**src/idod_pkg.sv**
```systemverilog
// Shared types and constants for the input debouncer with on and off delay.
package idod_pkg;

    localparam int FIELD_W        = 8;
    localparam int FILTER_W       = 8;
    localparam int HOLD_W         = 16;
    localparam int CFG_IDX_W      = 2;
    localparam int CFG_DATA_W     = 16;
    localparam int NUM_INPUTS_DEF = 8;

    localparam logic [FILTER_W-1:0] FILTER_RESET = FILTER_W'(20);

    // Configuration register indexes.
    localparam logic [CFG_IDX_W-1:0] CFG_FILTER_SAMPLES = 2'd0;
    localparam logic [CFG_IDX_W-1:0] CFG_ON_HOLD_TICKS  = 2'd1;
    localparam logic [CFG_IDX_W-1:0] CFG_OFF_HOLD_TICKS = 2'd2;

    typedef struct packed {
        logic [FILTER_W-1:0] filter_samples;
        logic [HOLD_W-1:0]   on_hold_ticks;
        logic [HOLD_W-1:0]   off_hold_ticks;
    } cfg_t;

    typedef struct packed {
        logic debounced;
        logic filtered;
    } lane_res_t;

endpackage

```
**src/idod_lane.sv**
```systemverilog
// One channel: on/off sample counters, filtered level and hold timer.
module idod_lane
    import idod_pkg::*;
(
    input  logic      clk,
    input  logic      rst_n,
    input  logic      advance,
    input  logic      level,
    input  cfg_t      cfg,
    output lane_res_t res
);

    logic [FILTER_W-1:0] on_count_reg;
    logic [FILTER_W-1:0] on_count_next;
    logic [FILTER_W-1:0] off_count_reg;
    logic [FILTER_W-1:0] off_count_next;
    logic                filtered_reg;
    logic                filtered_next;
    logic                debounced_reg;
    logic                debounced_next;
    logic [HOLD_W-1:0]   hold_count_reg;
    logic [HOLD_W-1:0]   hold_count_next;

    logic [FILTER_W-1:0] on_inc;
    logic [FILTER_W-1:0] off_inc;
    logic [HOLD_W-1:0]   hold_inc;
    logic [HOLD_W-1:0]   hold_limit;

    always_comb
    begin
        on_inc   = (on_count_reg == '1) ? on_count_reg : on_count_reg + 1'b1;
        off_inc  = (off_count_reg == '1) ? off_count_reg : off_count_reg + 1'b1;
        hold_inc = (hold_count_reg == '1) ? hold_count_reg : hold_count_reg + 1'b1;

        on_count_next   = on_count_reg;
        off_count_next  = off_count_reg;
        filtered_next   = filtered_reg;
        debounced_next  = debounced_reg;
        hold_count_next = hold_count_reg;

        // Below the threshold, a sample counts up its own counter and leaves the other alone.
        if (level)
        begin
            if (on_inc > cfg.filter_samples)
            begin
                on_count_next  = '0;
                off_count_next = '0;
                filtered_next  = 1'b1;
            end
            else
            begin
                on_count_next = on_inc;
            end
        end
        else
        begin
            if (off_inc > cfg.filter_samples)
            begin
                on_count_next  = '0;
                off_count_next = '0;
                filtered_next  = 1'b0;
            end
            else
            begin
                off_count_next = off_inc;
            end
        end

        hold_limit = filtered_next ? cfg.on_hold_ticks : cfg.off_hold_ticks;

        if (filtered_next == debounced_reg)
        begin
            hold_count_next = '0;
        end
        else if (hold_inc >= hold_limit)
        begin
            debounced_next  = filtered_next;
            hold_count_next = '0;
        end
        else
        begin
            hold_count_next = hold_inc;
        end
    end

    always_ff @(posedge clk or negedge rst_n)
    begin
        if (!rst_n)
        begin
            on_count_reg   <= '0;
            off_count_reg  <= '0;
            filtered_reg   <= 1'b0;
            debounced_reg  <= 1'b0;
            hold_count_reg <= '0;
        end
        else if (advance)
        begin
            on_count_reg   <= on_count_next;
            off_count_reg  <= off_count_next;
            filtered_reg   <= filtered_next;
            debounced_reg  <= debounced_next;
            hold_count_reg <= hold_count_next;
        end
    end

    assign res.debounced = debounced_next;
    assign res.filtered  = filtered_next;

endmodule

```
**config.mk**
```make
export PLATFORM = sky130hd
export DESIGN_NAME = idod_lane
export DESIGN_NICKNAME = d
export VERILOG_FILES = /design/src/idod_pkg.sv /design/src/idod_lane.sv
export SDC_FILE = /design/constraint.sdc
export NUM_CORES = 1
export LEC_CHECK = 0
export ABC_AREA = 1
export BUFFER_PORTS_ARGS = -buffer_cell sky130_fd_sc_hd__clkbuf_2
export CAP_MARGIN = 0
export CORE_MARGIN = 8
export CORE_UTILIZATION = 65
export CTS_BUF_LIST = sky130_fd_sc_hd__clkbuf_8
export CTS_CLUSTER_DIAMETER = 120
export DETAILED_ROUTE_END_ITERATION = 8
export HOLD_SLACK_MARGIN = 0.05
export PLACE_DENSITY = 0.89
export SLEW_MARGIN = 20
export SYNTH_ARGS = -nofsm -noshare
export SYNTH_HDL_FRONTEND = slang
export SYNTH_SLANG_ARGS = --single-unit
export TNS_END_PERCENT = 10
```
**constraint.sdc**
```tcl
create_clock -name clk -period 6.4 [get_ports clk]
set_input_delay 0 -clock clk [delete_from_list [all_inputs] [get_ports clk]]
set_output_delay 0 -clock clk [all_outputs]
set_load 0.05 [all_outputs]
```
==> impl_metrics.tcl <==
set metrics [dict create \
    grt_start_max_net_pins 37 \
    syn_area_per_cell_sq_um 7.00 \
    cts_root_buf "clkbuf_8" \
    antenna_cells 0 \
    cp.arrival_ps 4870 \
    worst_slew_pin_slew_ps 842 \
    min_from "advance" \
    grt_busiest_layer "met2" \
    crit_required_ps 6400 \
    endpoint_kind "output pin" \
    yosysUniqueCellTypes 41 \
    cts_buffers 5 \
    p_leak_nw 2.08 \
    hpwl_um 6450 \
    place.gp.congestion 0.966 \
    dr.first_iter.drc_count 194 \
    cts_tree "built" \
    power.switching_uw 248 \
    rr_endpoint "hold_count_reg[12]" \
    start_util_pct 67.1 \
    pin_count 46 \
    die_area_sq_um 7810 \
    power_uw 663 \
    setup_viol 0 \
    synth_fp_nets 566 \
    die_h_um 88.4 \
    routed_wl_um 8110 \
    use_met2_pct 36.7 \
    hold-worst-slack_ps 87.7 \
    grt_pass1_vias 3127 \
    tns_ps 0 \
    cpPeakStageDelay_ps 430 \
    antenna_found_initial 0 \
    post-route-util_pct 73.6 \
    max_freq_mhz 206 \
    cts.reportedPaths.clkPinSlew_ps 70 \
    async_reset_ff_share_pct 100 \
    met1_usage_pct 28.0 \
    die-width_um 88.4 \
    grt_usage_pct 22.0 \
    ys_seq_elements 34 \
    syn-cell-area_sq_um 3410 \
    powerDensity_nw_per_um2 178 \
    drive_above_1_share_pct 18.7 \
    cp_max_fo 18 \
    pre_cts_ws_ps 1860 \
    syn2layout_area_growth_pct 9.58 \
    status "finished clean" \
    cts.sinks 34 \
    reg2reg_setup_slack_ps 1940 \
    worstPathCellList "ha_1, nand4_2, nor3_2, nand2_2, nand2_1, xor2_1, inv_1, ha_1, nand2_1, nor2_1, nand4_1, nand2_1, nand2_2, nand2_2, nand2_2, o21ai_0, ha_1, nand2_1, o21ai_0, a21oi_4, nand3_2, nand2_1, and2_1, clkbuf_2" \
    swShare_pct 37.5 \
    cpMostUsedCell "nand2_1" \
    core-area_sq_um 5070 \
    min_period_ps 4870 \
    grt_util_met3_pct 3.90 \
    grt_pass1_wl_um 13800 \
    htree_levels 2 \
    holdPathEnd "debounced_reg" \
    layout.nets 608 \
    cp_top_family "simple AND/OR/NAND/NOR gates" \
    synth-edff-count 0 \
    ys_seq_area_share_pct 25.0 \
    io_buffers 45 \
    finClkSkew_ps 5.49 \
    r2r-start "off_count_reg[0]" \
    timing.max_cap.violations 0 \
    fill_cells 405 \
    via_count 3298 \
    whs_path_depth 3 \
    finalHoldViolCount 0 \
    ant_nets 0 \
    ff2ff_path_depth 24 \
    p_seq_share_pct 38.4 \
    slew_violations 0 \
    max_slew_margin_pct 43.8 \
    p_int_uw 415 \
    dr.pass1.iters 5 \
    grt-ovfl-total 0 \
    p_clk_share_pct 25.6 \
    power_frac_comb_pct 36.0 \
    viasPerCell 5.50 \
    cts_buffer_depth 2 \
    hp-class "input port to flop" \
    drc 0 \
    synth_flop_cell "dfrtp_1" \
    row_count 26 \
    largest_register_ffs 16 \
    clkLatencyLatePin_ps 290 \
    path_class "flop to output pin" \
    crit_buf_inv 2 \
    final.setup.worst_slack_ps 1530 \
    yosysWarnings 0 \
    postCtsSetupRepairBufs 0 \
    rsz0062_at_grt "no" \
    slowest_stage "dfrtp_1" \
    synth_cells 487 \
    wl_per_cell_um 13.5 \
    ir_worst_vdd_v 0.000137 \
    startpoint_type "flop" \
    min_period_over_period_pct 76.0 \
]
[synth_stat cells, types with 3 or more instances]
| master | count | area [sq um] |
|---|---|---|
| nand2_1 | 140 | 526 |
| inv_1 | 58 | 218 |
| ha_1 | 35 | 438 |
| dfrtp_1 | 34 | 851 |
| nor2_1 | 32 | 120 |
| nand3_1 | 22 | 110 |
| o21ai_0 | 20 | 100 |
| a21oi_1 | 16 | 80.1 |
| nand4_1 | 15 | 93.8 |
| o21ai_1 | 11 | 55.1 |
| nand2_2 | 10 | 62.6 |
| nor3_1 | 9 | 45.0 |
| xor2_1 | 8 | 70.1 |
| a22o_1 | 7 | 61.3 |
| or2_2 | 7 | 43.8 |
| nor3_2 | 6 | 60.1 |
| buf_6 | 5 | 56.3 |
| or2_1 | 5 | 31.3 |
| xnor2_1 | 5 | 43.8 |
| inv_2 | 4 | 15.0 |
| nor2_2 | 4 | 25.0 |
| buf_4 | 3 | 22.5 |
| nand2_4 | 3 | 33.8 |
| nand3_2 | 3 | 30.0 |
| o21bai_1 | 3 | 22.5 |
| or2_0 | 3 | 18.8 |
[cells in the final DEF, fill, tap and decap left out, types with 8 or more instances in the layout]
master	synthesis	final
a21oi_1	16	16
clkbuf_2	0	45
dfrtp_1	34	34
ha_1	35	35
inv_1	58	58
nand2_1	140	140
nand2_2	10	10
nand3_1	22	22
nand4_1	15	15
nor2_1	32	32
nor3_1	9	9
o21ai_0	20	20
o21ai_1	11	11
xor2_1	8	8
[worst reg2reg max path: cells and delay by family (launching register included)]
| kind | cells | cell delay (ps) |
|---|---|---|
| buf+inv | 1 | 60 |
| flops | 1 | 430 |
| simple gates | 16 | 2230 |
| compound gates | 3 | 680 |
| xor+xnor | 1 | 180 |
| fa+ha+maj | 3 | 810 |
[per-layer routing]
layer,part of all wire (%),wire (um),vias up
li1,-,-,1679
met1,46,3760,1511
met2,48,3860,97
met3,4.6,376,11
met4,1.4,113,0
met5,0,0,-
[worst max-delay path by stage]
stage | startpoint | endpoint | slack (ps) | cells after the start
after detailed placement | off_count_reg[0] | res[1] | 1860 | 24
after floorplan | off_count_reg[0] | hold_count_reg[14] | 2650 | 27
final | off_count_reg[0] | res[1] | 1530 | 24
after CTS | off_count_reg[0] | res[1] | 1550 | 24
after global placement | off_count_reg[0] | res[1] | 2160 | 25
after global routing | off_count_reg[0] | res[1] | 1090 | 25
[logic make-up (layout without fill, tap and decap cells)]
group,after synthesis,after routing,share of synthesized area (%)
compound gates,68,68,12.1
simple gates,263,263,36.7
fa+ha+maj,35,35,12.9
buf+inv,73,116,9.51
flops,34,34,25.0
xor+xnor,14,14,3.82
[final cells by class]
type | count | area (sq um) | share of cell area (%)
Inverter | 62 | 233 | 6.23
Sequential cell | 34 | 851 | 22.8
Timing Repair Buffer | 46 | 235 | 6.30
Tap cell | 70 | 87.6 | 2.35
Clock inverter | 2 | 12.5 | 0.335
Clock buffer | 6 | 82.6 | 2.21
Multi-Input combinational cell | 380 | 2230 | 59.8
[per-stage QoR]
stage	cell area [sq um]	instances
after floorplan	3410	487
after global placement	3630	591
after detailed placement	3630	591
after CTS	3730	600
after global routing	3730	600
final	3730	600
[timing repair]
item	4_1_cts	5_1_grt
hold endpoints to repair	34	0
resized for setup	0	0
hold buffers	1	0
[power by group through the flow]
stage          sequential [mW]  combinational, mW  clock, mW
2_1_floorplan            0.253              0.188          0
3_3_place_gp             0.257              0.225          0
6_report                 0.255              0.239      0.170
5_1_grt                  0.258              0.275      0.181
4_1_cts                  0.254              0.239      0.171
3_5_place_dp             0.259              0.236          0
No activity file was read; power rests on OpenSTA's default activity.
